===== config.mk =====
export PLATFORM = sky130hd
export DESIGN_NAME = bmm_ram
export DESIGN_NICKNAME = d
export VERILOG_FILES = /design/src/hdl/bmm_ram.sv
export SDC_FILE = /design/constraint.sdc
export NUM_CORES = 1
export LEC_CHECK = 0
export ABC_AREA = 1
export BUFFER_PORTS_ARGS = -buffer_cell sky130_fd_sc_hd__buf_2
export CAP_MARGIN = 20
export CORE_MARGIN = 8
export CORE_UTILIZATION = 45
export CTS_BUF_LIST = sky130_fd_sc_hd__clkbuf_4 sky130_fd_sc_hd__clkbuf_8
export CTS_CLUSTER_SIZE = 20
export DETAILED_ROUTE_END_ITERATION = 12
export HOLD_SLACK_MARGIN = 0.15
export PLACE_DENSITY = 0.66
export SLEW_MARGIN = 10
export SYNTH_ARGS = -nofsm -noshare
export SYNTH_HDL_FRONTEND = slang
export SYNTH_SLANG_ARGS = --single-unit

===== constraint.sdc =====
create_clock -name clk -period 3.6 [get_ports clk]
set_input_delay 0.18 -clock clk [delete_from_list [all_inputs] [get_ports clk]]
set_output_delay 0.18 -clock clk [all_outputs]
set_load 0.01 [all_outputs]

===== src/hdl/bmm_ram.sv =====
// Generic single-write, single-read RAM with registered read data.
module bmm_ram #(
  parameter int WIDTH = 16,
  parameter int DEPTH = 64
) (
  input  logic                                    clk,
  input  logic                                    we,
  input  logic [((DEPTH > 1) ? $clog2(DEPTH) : 1)-1:0] waddr,
  input  logic [WIDTH-1:0]                        wdata,
  input  logic [((DEPTH > 1) ? $clog2(DEPTH) : 1)-1:0] raddr,
  output logic [WIDTH-1:0]                        rdata
);

  logic [WIDTH-1:0] mem [DEPTH];

  always_ff @(posedge clk) begin
    if (we) begin
      mem[waddr] <= wdata;
    end
    rdata <= mem[raddr];
  end

endmodule


# Word level (Yosys, flattened, before mapping)
# Memory sizes are Yosys's and may differ from the RTL's. A register that Yosys moved wholly into a read port is not among the register bits.
# Index checks and enable logic that the tools add are counted.
[word_totals]
ff_bits = 0
mem_bits_rw = 1024
input_bits = 30
out_inout_bits = 16
memories = 1
[memory_table]
columns = ["memory", "depth", "word_bits", "rd", "rd_clocked_by_memory_dff", "wr", "line", "rtl"]
rows = [
  ["mem", 64, 16, 1, 1, 1, "14", "logic [WIDTH-1:0] mem [DEPTH];"],
]
[op_classes]
muxes = 2
[ops]
columns = ["cell", "count"]
rows = [
  ["$mux W1", 2],
]

# Depth between registers and ports, before layout
[depth]
depth_word = 2
mapped_depth = 12
depth_no_buf = 9

# Worst setup path after synthesis
# No wires, ideal clock.
[synth_timing]
path_kind = "input-to-reg"
startpoint = "in we"
endpoint = "mem mem[48][0] (enable)"
t_arrival_ns = 2.304
required_time_ns = 3.169
path_slack_ns = 0.866
path_stages = 3
n_path_buf = 1
path_cell_list = "clkbuf_1 > nand4_1 > nor4_1"
[synth_via]
elab_chain_cells = 2
[synth_rtl]
columns = ["element", "line", "rtl"]
rows = [
  ["from (decl)", "7", "input logic we,"],
  ["$mux W1", "17", "if (we) begin"],
  ["$mux W1 (not written as such)", "18", "mem[waddr] <= wdata;"],
  ["to (decl)", "14", ""],
]
# Every way passes these cells.

==> flow_summary.ini <==
[run_status]
status = complete, no violations

[placement]
numPortBuffers = 45
gp_congestion = 0.8441
dp_slack_ns = 0.9064
hpwl_um = 64410
dpl_cell_area_sq_um = 43690

[critical_path]
critPathKind = input port to flop
crit_path_start_kind = input port
critPathMaxStageDelay_ns = 0.57
cp_top_family = buffers and inverters
cp_slowest_cell = dlygate4sd3_1
path_cells = dlygate4sd3_1 > buf_8 > inv_16 > buf_4 > nand2_1 > nand3_1 > nand3_1 > nand2_1 > nand2_1 > nand3_1 > nand3_1 > nand2_1
worstSetupEndpointType = flop
cp_num_buf_inv = 4
cp_data_required_time_ns = 4.36
path_max_fanout = 142
cp.arrival_ns = 3.36

[logic_synthesis]
yosysWarnings = 0
ys_seq_area_frac = 0.7380
synth_nets = 3547
syn_avg_cell_area_sq_um = 11.97
synth_area_leaders = edfxtp_1 (73%), nand2_1 (12%), nand3_1 (10%)
syn_area_sq_um = 42100
synth_top_cell_area_share = 0.7304
netlist_instances = 3517
yosysTopAreaCell = edfxtp_1
ys_seq_elements = 1040
synth_cell_type_count = 16

[sta]
max_slew_margin = 0.2512
worst_pin_slew_ns = 1.123
fmax_mhz = 385.0
hold_viol_final = 0
drv_slew = 0
finClkSkew_ns = 0.04267
rsz0062_at_grt = false
report.final.setup_viol = 0
period_share = 0.7215
tns_ns = 0
worst_slack_ns = 1.003
fin_crit_ns = 2.597

[drt]
ant_nets = 0
drt_iter0_markers = 3316
wl_per_cell_um = 22.75
first_pass_iters = 6
dr_total_vias = 27910
via_per_inst = 5.519
drcViolationCount = 0
drt_wl_total_um = 115000

[clock_tree]
ctsHoldBuffers = 32
cts_max_level = 4
postCtsSetupBuffers = 0
ctsResizeCount = 0
clock_sinks = 1040
clockBufferDepth = 3
insertion_delay_ns = 0.86
cts_tree = yes
cts_inserted_buffers = 165
clkTransAtPathRegs_ns = 0.06
cts_root_buf = clkbuf_8

[finish]
final_area_sq_um = 47300
num-fill-cells = 8056
area_growth_syn_to_layout_pct = 12.36
drive_above_1_share = 0.1157
nNetsFinal = 3693

[power_and_ir_drop]
power_uw = 24990
peakVddDrop_mv = 0.3890
p_leak_uw = 0.01714
powerDensity_nw_per_um2 = 528.2

[floorplan]
die_area_sq_um = 103600
io-pin-count = 46
die-width_um = 321.9
core_area_sq_um = 93050
num_rows = 112
die-height_um = 321.9
initial_utilization = 0.4524

[global_route]
grt_use_total = 0.2189
grt_max_degree = 143
grt_pass1_wl_um = 170300
gr-total-overflow = 0
antenna_found_initial = 3
grt_pass1_vias = 25980

[job]
maxCapViolCount = 0

[worst_hold_path]
hold_path.class = input port to flop
## power breakdown
| part | total, uW | switching [uW] | internal [uW] | leakage, uW |
|---|---|---|---|---|
| combinational | 1630 | 1220 | 410 | 0.00608 |
| clock | 9890 | 4700 | 5190 | 0.00171 |
| sequential | 13500 | 60.5 | 13400 | 0.00935 |
| total | 25000 | 5980 | 19000 | 0.0171 |
## routing by layer
| layer | track usage | vias up | share of wire |
|---|---|---|---|
| li1 | - | 12720 | - |
| met1 | 0.3184 | 13590 | 0.42 |
| met2 | 0.3294 | 1439 | 0.45 |
| met3 | 0.04716 | 154 | 0.10 |
| met4 | 0.06743 | 0 | 0.021 |
| met5 | 0 | - | 0 |
## logic make-up after synthesis
logic type,count (synthesis),synth area share
and+or+nand+nor,2240,0.2266
buffers and inverters,237,0.03537
DFF,1040,0.7380
## per-stage QoR
stage	hold WS (ns)	cells	util
detailed placement	0.6560	4716	0.4695
CTS	0.3783	5047	0.5077
global placement	0.6674	4716	0.4695
finish	0.3394	5056	0.5084
global route	0.3366	5050	0.5082
floorplan	0.2789	3517	-
## Yosys cell counts, drive strengths merged
cell and number:
nand2 1296, edfxtp 1024, buf 199, nand3 871, nand4 9, inv 12
nor2 56, dfxtp 16, nor4 8, clkbuf 26
## final timing paths
| path | start | endpoint | slack [ns] | cells past startpoint |
|---|---|---|---|---|
| setup / recovery | raddr[0] | rdata[9]$_DFF_P_ | 1.00 | 12 |
| hold / removal | wdata[5] | mem[36][5]$_DFFE_PP_ | 0.34 | 2 |
| setup reg to reg | mem[43][1]$_DFFE_PP_ | rdata[1]$_DFF_P_ | 1.79 | 9 |
| hold reg to reg | mem[38][5]$_DFFE_PP_ | rdata[5]$_DFF_P_ | 0.84 | 8 |
## area by class of cell
class	instances	area, sq um	share of cell area
diodes	7	17.52	0.0003703
flip-flops and latches	1040	31070	0.6568
clock buffers	225	2734	0.05780
inverters	12	71.32	0.001508
well taps	1254	1569	0.03317
multi-input cells	2240	9590	0.2028
repair buffers	204	1747	0.03693
clock inverters	74	503.0	0.01063
## placed cells by master, fill, tap and decap left out
master / count
dfxtp_1: 16
nor4_2: 8
nand4_1: 9
bufinv_16: 3
inv_1: 7
clkinv_8: 7
diode_2: 7
buf_4: 110
clkinv_1: 45
dlygate4sd3_1: 32
nor2_1: 56
inv_2: 1
buf_12: 18
clkinv_2: 14
inv_8: 3
inv_12: 1
clkbuf_8: 167
nand3_1: 871
clkinvlp_4: 1
inv_6: 2
inv_4: 1
inv_16: 1
edfxtp_1: 1024
buf_8: 2
nand2_1: 1296
buf_2: 42
clkbuf_4: 58
## worst reg2reg max path, delay by kind of cell (launching register included)
family,cells,cell delay (ns)
AND/OR/NAND/NOR,8,0.82
buffers and inverters,1,0.56
flip-flops,1,0.36
## registers in the layout, indices dropped and copies added (netlist names)
name	cells
rdata	16
mem	1024
Note: power is estimated with default switching activity, not from simulation.
