**config.mk**
```make
export PLATFORM = sky130hd
export DESIGN_NAME = bmm_cell
export DESIGN_NICKNAME = d
export VERILOG_FILES = /design/src/hdl/bmm_pkg.sv /design/src/hdl/bmm_cell.sv
export SDC_FILE = /design/constraint.sdc
export NUM_CORES = 1
export LEC_CHECK = 0
export ABC_AREA = 1
export BUFFER_PORTS_ARGS = -buffer_cell sky130_fd_sc_hd__buf_2
export CAP_MARGIN = 40
export CORE_ASPECT_RATIO = 1.1
export CORE_UTILIZATION = 35
export DETAILED_ROUTE_END_ITERATION = 10
export HOLD_SLACK_MARGIN = 0.02
export PLACE_DENSITY = 0.59
export SLEW_MARGIN = 20
export SYNTH_ARGS = -nofsm -noshare
export SYNTH_HDL_FRONTEND = slang
export SYNTH_SLANG_ARGS = --single-unit
```
**constraint.sdc**
```tcl
create_clock -name clk -period 8 [get_ports clk]
set_input_delay 0 -clock clk [delete_from_list [all_inputs] [get_ports clk]]
set_output_delay 0 -clock clk [all_outputs]
set_load 0.02 [all_outputs]
```
**src/hdl/bmm_pkg.sv**
```systemverilog
// Shared constants, types and helper functions for the batched matrix multiplier.
package bmm_pkg;

  localparam int MAX_DIM   = 8;
  localparam int ELEM_BITS = 16;
  localparam int MAX_BATCH = 16;

  // Fixed port field widths
  localparam int VALUE_W    = 16;
  localparam int SUM_W      = 40;
  localparam int ROW_W      = 3;
  localparam int COL_W      = 3;
  localparam int BIDX_W     = 4;
  localparam int DIMCFG_W   = 4;
  localparam int BATCHCFG_W = 5;
  localparam int CFG_IDX_W  = 2;
  localparam int CFG_DATA_W = 5;

  // Derived widths
  localparam int IDX_W   = (MAX_DIM > 1) ? $clog2(MAX_DIM) : 1;
  localparam int CNT_W   = $clog2(MAX_DIM + 1);
  localparam int BATCH_W = (MAX_BATCH > 1) ? $clog2(MAX_BATCH) : 1;
  localparam int BCNT_W  = $clog2(MAX_BATCH + 1);
  localparam int PROD_W  = 2 * ELEM_BITS;
  localparam int ACC_W   = PROD_W + CNT_W;
  localparam int SAT_W   = (ACC_W > SUM_W) ? ACC_W : SUM_W;
  localparam int A_DEPTH = MAX_DIM * MAX_DIM;

  // Register indexes
  localparam logic [CFG_IDX_W-1:0] REG_ROWS  = 2'd0;
  localparam logic [CFG_IDX_W-1:0] REG_INNER = 2'd1;
  localparam logic [CFG_IDX_W-1:0] REG_COLS  = 2'd2;
  localparam logic [CFG_IDX_W-1:0] REG_BATCH = 2'd3;

  typedef logic signed [ELEM_BITS-1:0] elem_t;
  typedef logic signed [ACC_W-1:0]     acc_t;
  typedef logic signed [SUM_W-1:0]     sum_t;

  // Token handed from cell to cell: one A element and its position in the row
  typedef struct packed {
    logic             valid;
    logic             first;
    logic             last;
    logic [IDX_W-1:0] k;
    elem_t            a;
  } tok_t;

  localparam sum_t SUM_MAX = {1'b0, {(SUM_W-1){1'b1}}};
  localparam sum_t SUM_MIN = {1'b1, {(SUM_W-1){1'b0}}};

  function automatic sum_t sat_sum(input acc_t v);
    logic signed [SAT_W-1:0] wide;
    logic signed [SAT_W-1:0] hi;
    logic signed [SAT_W-1:0] lo;
    wide = SAT_W'(v);
    hi   = SAT_W'(SUM_MAX);
    lo   = SAT_W'(SUM_MIN);
    if (wide > hi) begin
      return SUM_MAX;
    end else if (wide < lo) begin
      return SUM_MIN;
    end
    return wide[SUM_W-1:0];
  endfunction

  function automatic logic [CNT_W-1:0] clamp_dim(input logic [DIMCFG_W-1:0] v);
    if (v == '0) begin
      return CNT_W'(1);
    end else if (v > MAX_DIM) begin
      return CNT_W'(MAX_DIM);
    end
    return CNT_W'(v);
  endfunction

  function automatic logic [BCNT_W-1:0] clamp_batch(input logic [BATCHCFG_W-1:0] v);
    if (v == '0) begin
      return BCNT_W'(1);
    end else if (v > MAX_BATCH) begin
      return BCNT_W'(MAX_BATCH);
    end
    return BCNT_W'(v);
  endfunction

endpackage

```
**src/hdl/bmm_cell.sv**
```systemverilog
// One MAC cell: holds one column of B, accumulates one product element per row.
module bmm_cell (
  input  logic                          clk,
  input  logic                          rst,
  input  bmm_pkg::tok_t                 tok_in,
  output bmm_pkg::tok_t                 tok_out,
  input  logic                          b_we,
  input  logic [bmm_pkg::IDX_W-1:0]     b_row,
  input  bmm_pkg::elem_t                b_data,
  input  logic                          shift,
  input  bmm_pkg::acc_t                 res_in,
  output bmm_pkg::acc_t                 res_out
);

  bmm_pkg::elem_t                    b_mem [bmm_pkg::MAX_DIM];
  bmm_pkg::tok_t                     tok_q;
  bmm_pkg::tok_t                     tok_p;
  logic signed [bmm_pkg::PROD_W-1:0] prod;
  bmm_pkg::acc_t                     acc;
  bmm_pkg::acc_t                     acc_next;
  bmm_pkg::acc_t                     res;

  always_ff @(posedge clk) begin
    if (b_we) begin
      b_mem[b_row] <= b_data;
    end
  end

  always_ff @(posedge clk) begin
    if (rst) begin
      tok_q <= '0;
      tok_p <= '0;
    end else begin
      tok_q <= tok_in;
      tok_p <= tok_in;
    end
  end

  always_ff @(posedge clk) begin
    prod <= bmm_pkg::PROD_W'(tok_in.a) * bmm_pkg::PROD_W'(b_mem[tok_in.k]);
  end

  assign acc_next = tok_p.first ? bmm_pkg::ACC_W'(prod) : acc + bmm_pkg::ACC_W'(prod);

  always_ff @(posedge clk) begin
    if (tok_p.valid) begin
      acc <= acc_next;
    end
    // Result chain shifts toward cell 0 during readout
    if (shift) begin
      res <= res_in;
    end else if (tok_p.valid && tok_p.last) begin
      res <= acc_next;
    end
  end

  assign tok_out = tok_q;
  assign res_out = res;

endmodule

```
==> Word-level counts from Yosys, hierarchy flattened <==
Memories as Yosys holds them, arrays and structs flattened.
Index checks and enable logic that the tools add are counted.
{ "classes": {"addsub": 1, "multipliers": 1, "muxes": 5, "n_reduce_logical": 2} }
{ "op_table": {"columns": ["operator", "n"], "rows": [
  ["36-bit two-way mux", 3],
  ["36-bit by 32-bit adder with 36-bit output", 1],
  ["16-bit by 16-bit multiplier with 32-bit output", 1],
  ["1-bit two-way mux", 2],
  ["2-bit nonzero test", 1],
  ["1-bit logical AND", 1]
]} }
{ "word_totals": {"regBits": 126, "ram_bits": 128, "input_bits": 81, "output_inout_bits": 58, "word_cells": 18, "memories": 1} }
{ "memory_table": {"columns": ["name", "words", "word_bits", "rd", "rd_ports_with_merged_regs", "wr", "line", "source"], "rows": [
  ["b_mem", 8, 16, 1, 0, 1, "bmm_cell.sv:15", "bmm_pkg::elem_t b_mem [bmm_pkg::MAX_DIM];"]
]} }

==> Logic depth before layout (Yosys ltp) <==
Gate-level depths: netlist of run 1.
{ "logic_depth": {"ltp_word": 4, "depth_mapped": 33, "mapped_depth_nobuf": 29} }

==> Worst setup path before layout of run 1 <==
Ideal clock, no wire load.
{ "synth_timing": {"path_type": "input -> register", "from": "in tok_in[16] (netlist bit)", "to": "reg prod[31] (netlist bit)", "setup_time_ns": 0.114, "t_arrival_ns": 5.648, "required_ns": 7.886, "setup_slack_ns": 2.238, "stages": 25, "n_path_buf": 3, "path_cell_list": "buf_4 inv_2 buf_6 buf_4 o21ai_0 o221ai_1 nand2_1 nor2_1 inv_1 fa_1 inv_1 fa_1 inv_1 fa_1 fa_1 fa_1 fa_1 inv_1 ha_1 a21oi_1 o21ai_0 a221oi_1 nand3_1 nand2_1 nand2_1"} }
{ "synth_between": {"elab_chain_len": 2} }
{ "synth_rtl": {"columns": ["element", "line", "source"], "rows": [
  ["from (decl)", "bmm_cell.sv:5", "input bmm_pkg::tok_t tok_in,"],
  ["memory 8 x 16 bit", null, null],
  ["16-bit by 16-bit multiplier with 32-bit output", "bmm_cell.sv:40", "prod <= bmm_pkg::PROD_W'(tok_in.a) * bmm_pkg::PROD_W'(b_mem[tok_in.k]);"],
  ["to (signal assigned)", "bmm_cell.sv:40", null],
  ["to (decl)", "bmm_cell.sv:18", "logic signed [bmm_pkg::PROD_W-1:0] prod;"]
]} }
No other way between the ends.
A chain may end at the register's enable or synchronous reset.

==> Final worst setup path of run 1 <==
Same ends and word-level chain as after synthesis.

==> summary.md, run 1 <==
| Metric | Value |
|---|---|
| Syn. warnings | 0 |
| Row count | 95 |
| Worst slew pin tran | 0.691 ns |
| CP max stage delay | 0.80 ns |
| Post-synth EDFFs | 200 |
| Most frequent CP cell | fa_1 |
| Share of the synthesized area in the top cell type | 0.275 |
| Crit path launch type | input pin |
| GRT Util Overall | 0.203 |
| Hold Slack | 0.0576 ns |
| Syn_nets | 2939 |
| Post-synth top flop | edfxtp_1 |
| Hold Crit Class | input pin to flop |
| CTS root buffer | clkbuf_16 |
| Gpl congestion | 0.934 |
| Wire length on met2 | 31300 um |
| Post CTS Setup Buffer Count | 0 |
| Layout Nets | 3143 |
| IO buf count | 138 |
| # setup viols final | 0 |
| Worst R2R Setup Slack | 1.41 ns |
| Metal3 WL | 3070 um |
| Period utilisation layout | 0.842 |
| Clock sinks | 254 |
| Gate Count Post-Synth | 2478 |
| CTS buffer count | 29 |
| Crit path cell chain | buf_2, buf_4, o21ai_0, o221ai_1, nand2_1, inv_1, nand2_1, fa_1, inv_1, fa_1, fa_1, fa_1, fa_1, inv_1, fa_1, inv_1, ha_1, a21oi_1, o21ai_0, a31oi_1, or2_2, nand3_1, nand2_1, nand2_1 |
| Share of cells above drive strength 1 | 0.0969 |
| Detail Route Antenna Nets | 0 |
| Data required, critical path | 8.45 ns |
| Hold buffer count at CTS | 79 |
| DP Wirelength | 49100 um |
| Critical Path AT | 7.19 ns |
| TritonCTS clock tree | done |
| CTS clk-pin slew, worst paths | 0.06 ns |
| Status | finished clean |
| Synthesis-to-layout area growth | 15.5% |
| Clock Tree Buf Depth | 3 |
| Number of global-route vias before repair | 18400 |
| Hold Vio Cnt, Final | 0 |
| Placement Setup Slack | 0.750 ns |
| Clk_skew | 0.00914 ns |
| Largest net degree at the start of global routing | 39 |
| Resize count post-CTS | 0 |
| Final worst slack | 1.26 ns |
| Tmin final | 6.74 ns |
| Count leader, synth | nand2_1 |
| Maximum clock rate | 0.148 GHz |
| Slew Limit Fails | 0 |
| Crit Path Max Fanout | 34 |
| Yosys reg bits | 254 |
| Vias/cell | 4.85 |
| Iter 0 DRT Violations | 1094 |
| Post-Route WL | 63000 um |
| Clock Latency Late Sink | 0.57 ns |
| CTS H-tree depth | 1 |
| Initial antenna violation count | 1 |
| Routed length per placed instance | 17.8 um |
| Die area | 63300 um2 |
| Num ports | 139 |
| Unrepaired setup endpoints after global routing | no |
| Post-synth ARST share | 0 |
| First-pass iteration count of the detailed router | 5 |
| Antenna cells | 0 |
| Max cap viols | 0 |
| Post-synth top cells | nand2_1, inv_1, nor2_1 |
| Overflow after GRT | 0 |
| First-pass GRT wire length | 99900 um |
| Setup crit end kind | flop |
| Initial Util | 0.355 |
| Distinct cells, synth | 48 |
| Setup CP Type | input pin to flop |
| Synth Cell Area | 21800 um2 |
| Chip width | 240 um |
| Drt drc | 0 |
| Vias | 17100 |
| Die Ht | 264 um |
| Worst slew margin | 0.539 |
| WL met1 | 26600 um |
| Highest routed layer | met5 |
| Core Box Area | 61300 um2 |
| Top post-synthesis cells by area | edfxtp_1, fa_1, nand2_1, inv_1, ha_1 |
| Sequential fraction of the synthesis area | 0.325 |
| Mapped Avg Cell Area | 8.80 um2 |
| Setup TNS | 0 ns |
| Cell taking the most area after synthesis | edfxtp_1 |
| CP max-delay cell | fa_1 |
-- cells in the final DEF (no fill, tap or decap), drive strengths merged --
cell / n
nor2: 334
a221oi: 2
nor4: 3
nand4: 13
and3: 1
o221ai: 31
nand2: 555
ha: 117
buf: 162
or2: 16
edfxtp: 200
clkinvlp: 1
nand3: 77
dlygate4sd3: 79
a21o: 4
a21oi: 62
clkbuf: 38
and2: 2
o21a: 1
o21bai: 9
nor3b: 1
clkinv: 20
nand3b: 7
o21ai: 103
bufinv: 2
o22ai: 2
xor2: 22
o211ai: 1
a21boi: 1
inv: 477
a31oi: 18
dfxtp: 54
fa: 263
nor3: 12
xnor2: 15
-- worst paths after layout --
check                   start           to  cells past startpoint
setup reg to reg  b_mem[2][6]     prod[31]                     22
hold / removal     tok_in[18]  tok_out[18]                      3
setup / recovery   tok_in[16]     prod[31]                     24
hold reg to reg      prod[10]      acc[10]                      2
-- area by class of cell --
class	count	area, um2
multi-input cells	1672	12600
flip-flops and latches	254	7090
clock inverters	16	161
clock buffers	38	830
fillers	6138	36200
repair buffers	241	1680
well taps	824	1030
inverters	484	1820
-- stage by stage --
stage               cells  instance area (um2)   util
floorplan            2478                21800      -
global placement     3394                23400  0.381
detailed placement   3396                23400  0.382
CTS                  3529                25200  0.411
global route         3529                25200  0.411
finish               3529                25200  0.411
-- registers in the layout, indices dropped and copies added, names as in the netlist --
name and count:
tok_p 3, b_mem 128, prod 32, tok_out 19, acc 36, res_out 36
-- logic make-up after synthesis --
group | Yosys count | share of synthesized area
and+or+nand+nor | 1021 | 0.189
buffers and inverters | 552 | 0.0981
adders and majority gates | 380 | 0.309
DFF | 254 | 0.325
AOI/OAI and AO/OA | 234 | 0.0639
xor gates and xnor gates | 37 | 0.0149
-- worst max-delay path, delay by kind of cell --
family / cells / cell delay (ns)
adder cells (fa/ha/maj): 7 / 3.65
AND/OR/NAND/NOR: 6 / 0.92
AO/OA/AOI/OAI: 5 / 1.24
buffers and inverters: 6 / 1.32
-- layer usage --
| metal | GRT usage | vias up |
|---|---|---|
| met2 | 0.362 | 496 |
| met1 | 0.251 | 8379 |
| met4 | 0.0639 | 2 |
| met5 | 0 | - |
| met3 | 0.0270 | 112 |
| li1 | - | 8137 |
Power of run 1 is left out: the tool's default activity adds up to more than one toggle a clock period on the data nets, which glitch-free logic cannot reach.
==> run 2: changes to the inputs <==
==> constraint.sdc (replaced) <==
create_clock -name clk -period 6.7 [get_ports clk]
set_input_delay 0 -clock clk [delete_from_list [all_inputs] [get_ports clk]]
set_output_delay 0 -clock clk [all_outputs]
set_load 0.02 [all_outputs]
==> summary.md, run 2 (synthesis gave the netlist of run 1 again) <==
| Metric | Value |
|---|---|
| Setup crit end kind | flop |
| Gpl congestion | 0.954 |
| Synthesis-to-layout area growth | 16.2% |
| Maximum clock rate | 0.158 GHz |
| Detail Route Antenna Nets | 0 |
| Largest net degree at the start of global routing | 39 |
| Post CTS Setup Buffer Count | 0 |
| Clock sinks | 254 |
| Clock Tree Buf Depth | 3 |
| Commonest cells after routing, fill and taps aside | nand2_1, inv_1, nor2_1, fa_1, edfxtp_1 |
| Placed Area | 23600 um2 |
| Crit path launch type | input pin |
| Period utilisation layout | 0.947 |
| Crit Path Max Fanout | 17 |
| Number of global-route vias before repair | 18100 |
| Iter 0 DRT Violations | 1060 |
| IO buf count | 138 |
| CTS buffer count | 29 |
| CTS root buffer | clkbuf_16 |
| Worst slew margin | 0.511 |
| First-pass iteration count of the detailed router | 8 |
| # setup viols final | 0 |
| Routed length per placed instance | 17.4 um |
| CTS H-tree depth | 1 |
| Drt drc | 0 |
| Data required, critical path | 7.15 ns |
| Final worst slack | 0.358 ns |
| Max cap viols | 0 |
| GRT Util Overall | 0.199 |
| Share of cells above drive strength 1 | 0.104 |
| Die Ht | 264 um |
| Core Box Area | 61300 um2 |
| DP Wirelength | 48600 um |
| Post-Route Utilization | 0.413 |
| Max reg flops | 128 |
| Post-Route WL | 61800 um |
| Largest register by flop count | b_mem |
| Layout Nets | 3168 |
| CP max-delay cell | fa_1 |
| Clk_skew | 0.0258 ns |
| Vias | 17200 |
| Die area | 63300 um2 |
| Clock Latency Late Sink | 0.58 ns |
| Overflow after GRT | 0 |
| Initial antenna violation count | 5 |
| Slew Limit Fails | 0 |
| Chip width | 240 um |
| Num ports | 139 |
| CTS clk-pin slew, worst paths | 0.06 ns |
| Most common cell after layout, fill and taps aside | nand2_1 |
| Unrepaired setup endpoints after global routing | yes |
| Final instance area | 25300 um2 |
| Placement Setup Slack | 0.162 ns |
| Hold Vio Cnt, Final | 0 |
| Hold Crit Class | input pin to flop |
| Initial Util | 0.355 |
| Row count | 95 |
| First-pass GRT wire length | 97700 um |
| TritonCTS clock tree | done |
| Critical Path AT | 6.80 ns |
| CP max stage delay | 0.57 ns |
| Setup CP Type | input pin to flop |
| Vias/cell | 4.85 |
| Worst slew pin tran | 0.733 ns |
| Tmin final | 6.34 ns |
| Status | finished clean |
## run 2: changes by cell type in the layout (fill, tap and decap cells not counted), moves of 2 or more
cell / before / now
buf_4: 22 / 47
clkbuf_8: 7 / 2
clkinv_1: 10 / 13
clkbuf_1: 2 / 4
diode_2: 0 / 2
## run 2: through the flow
stage | hold WS [ns] | setup TNS, ns | instances
6_report | 0.0329 | 0 | 3556
3_5_place_dp | 0.208 | 0 | 3421
4_1_cts | 0.0211 | 0 | 3554
5_1_grt | 0.0365 | -0.00716 | 3556
3_3_place_gp | 0.201 | 0 | 3421
2_1_floorplan | 0.0712 | 0 | 2478
## run 2: area by class of cell
class	instances	area, um2
Fill cell	6156	36000
Multi-Input combinational cell	1672	12600
Sequential cell	254	7090
Timing Repair Buffer	266	1870
Inverter	484	1820
Tap cell	824	1030
Clock buffer	35	768
Clock inverter	19	176
Antenna cell	2	5.00
## run 2: critical path: cells and delay by family
| kind | cells | cell delay (ns) |
|---|---|---|
| buffers and inverters | 11 | 1.78 |
| AOI/OAI and AO/OA | 6 | 0.93 |
| adders and majority gates | 7 | 3.33 |
| and+or+nand+nor | 7 | 0.74 |
## run 2: path summary, 6_finish.rpt
kind               startpoint          end  slack, ns  cells past startpoint
setup / recovery   tok_in[16]     prod[29]       0.36                     31
hold / removal     tok_in[17]  tok_out[17]       0.03                      4
setup reg to reg  b_mem[6][4]     prod[26]       0.54                     25
hold reg to reg       prod[7]       acc[7]       0.58                      2
## run 2: repair_timing
item,CTS,global route
endpoints found under the hold margin,183,0
gates resized for setup,0,2
hold buffers,79,0
endpoints found under the setup margin,0,4
## run 2: layer usage
layer / share of wire / up-vias / global-route usage
met3: 0.056 / 155 / 0.0241
li1: - / 8194 / -
met5: 0.00070 / - / 0
met1: 0.41 / 8322 / 0.246
met2: 0.49 / 559 / 0.352
met4: 0.040 / 6 / 0.0720
Power of run 2 is left out for the same reason.
==> run 3: changes to the inputs <==
==> constraint.sdc (replaced) <==
create_clock -name clk -period 7.6 [get_ports clk]
set_input_delay 0 -clock clk [delete_from_list [all_inputs] [get_ports clk]]
set_output_delay 0 -clock clk [all_outputs]
set_load 0.02 [all_outputs]
==> summary.md, run 3 (synthesis gave the netlist of run 1 again) <==
| Metric | Value |
|---|---|
| Fillers | 6212 |
| Worst R2R Setup Slack | 1.08 ns |
| Share of cells above drive strength 1 | 0.0981 |
| Clock Latency Late Sink | 0.59 ns |
| Crit path launch type | flop |
| Synthesis-to-layout area growth | 15.9% |
| Data required, critical path | 8.08 ns |
| Drt drc | 0 |
| First-pass GRT wire length | 98800 um |
| Post CTS Setup Buffer Count | 0 |
| Max cap viols | 0 |
| Iter 0 DRT Violations | 1116 |
| Largest register by flop count | b_mem |
| Chip width | 240 um |
| DP Wirelength | 49200 um |
| Seq. cell area | 7090 um2 |
| Overflow after GRT | 0 |
| Layout Nets | 3157 |
| Vias/cell | 4.82 |
| Die Ht | 264 um |
| Crit Path Max Fanout | 12 |
| Worst slew pin tran | 0.644 ns |
| Antenna cells | 0 |
| Setup crit end kind | flop |
| CTS root buffer | clkbuf_16 |
| Clock sinks | 254 |
| Gpl congestion | 0.943 |
| Area of the multi-input gates | 12600 um2 |
| Maximum clock rate | 0.153 GHz |
| # setup viols final | 0 |
| Status | finished clean |
| First-pass iteration count of the detailed router | 6 |
| Detail Route Antenna Nets | 0 |
| Initial antenna violation count | 0 |
| Worst slew margin | 0.571 |
| Routed length per placed instance | 17.7 um |
| Slew Limit Fails | 0 |
| IO buf count | 138 |
| CTS clk-pin slew, worst paths | 0.06 ns |
| Critical Path AT | 7.00 ns |
| Num ports | 139 |
| Number of global-route vias before repair | 18100 |
| Hold Slack | 0.0207 ns |
| Tmin final | 6.52 ns |
| Hold Crit Class | input pin to flop |
| CTS buffer count | 31 |
| Setup TNS | 0 ns |
| Vias | 17100 |
| GRT Util Overall | 0.201 |
| Max reg flops | 128 |
| Unrepaired setup endpoints after global routing | no |
| Commonest cells after routing, fill and taps aside | nand2_1, inv_1, nor2_1, fa_1, edfxtp_1 |
| Core Box Area | 61300 um2 |
| Initial Util | 0.355 |
| CTS H-tree depth | 1 |
| Hold Vio Cnt, Final | 0 |
| Largest net degree at the start of global routing | 58 |
| TritonCTS clock tree | done |
| Clock Tree Buf Depth | 3 |
| Period utilisation layout | 0.858 |
| Setup CP Type | flop to flop |
| Post-Route WL | 62600 um |
| Die area | 63300 um2 |
| Row count | 95 |
| Clk_skew | 0.0148 ns |
| Most common cell after layout, fill and taps aside | nand2_1 |
[run 3: timing repair]
item | 4_1_cts | 5_1_grt
hold buffers | 84 | 0
resized for setup | 0 | 0
endpoints found under the setup margin | 0 | 0
hold endpoints to repair | 186 | 0
[run 3: worst max-delay path: stages, from the launching register on]
cell and delay [ns]:
edfxtp_1 0.33, o21ai_0 0.08, o221ai_1 0.21, nand2_1 0.24, inv_1 0.43, nand2_1 0.14, fa_1 0.52, inv_1 0.05
fa_1 0.50, inv_1 0.06, fa_1 0.63, inv_1 0.08, fa_1 0.46, fa_1 0.49, inv_1 0.05, fa_1 0.47
inv_1 0.04, ha_1 0.36, a21oi_1 0.37, o21ai_0 0.16, a21oi_1 0.15, nand3_1 0.15, nand2_1 0.10, nand2_1 0.08
nand2_1 0.09, a21o_1 0.11, nand2_1 0.05
[run 3: worst paths after layout]
path / startpoint / to / cells after the start
max: b_mem[6][8] / prod[29] / 26
min: shift / res_out[4] / 3
min reg2reg: prod[0] / acc[0] / 2
max reg2reg: b_mem[6][8] / prod[29] / 26
[run 3: cell type report]
cell class | count | share of cell area
inverters | 484 | 0.0719
multi-input cells | 1672 | 0.497
flip-flops and latches | 254 | 0.280
clock inverters | 15 | 0.00441
clock buffers | 43 | 0.0353
well taps | 824 | 0.0408
repair buffers | 253 | 0.0698
[run 3: through the flow]
step / instance area [um2] / setup WS, ns / util / cells
finish: 25300 / 1.08 / 0.412 / 3545
global route: 25300 / 0.757 / 0.412 / 3545
CTS: 25300 / 1.09 / 0.412 / 3545
detailed placement: 23400 / 0.555 / 0.382 / 3403
global placement: 23400 / 0.568 / 0.382 / 3403
floorplan: 21800 / 1.84 / - / 2478
[run 3: per-layer routing]
metal | global-route usage | wire length [um]
met1 | 0.249 | 26400
met2 | 0.356 | 31100
met3 | 0.0264 | 3170
met4 | 0.0659 | 2010
met5 | 0 | 0
Power of run 3 is left out for the same reason.
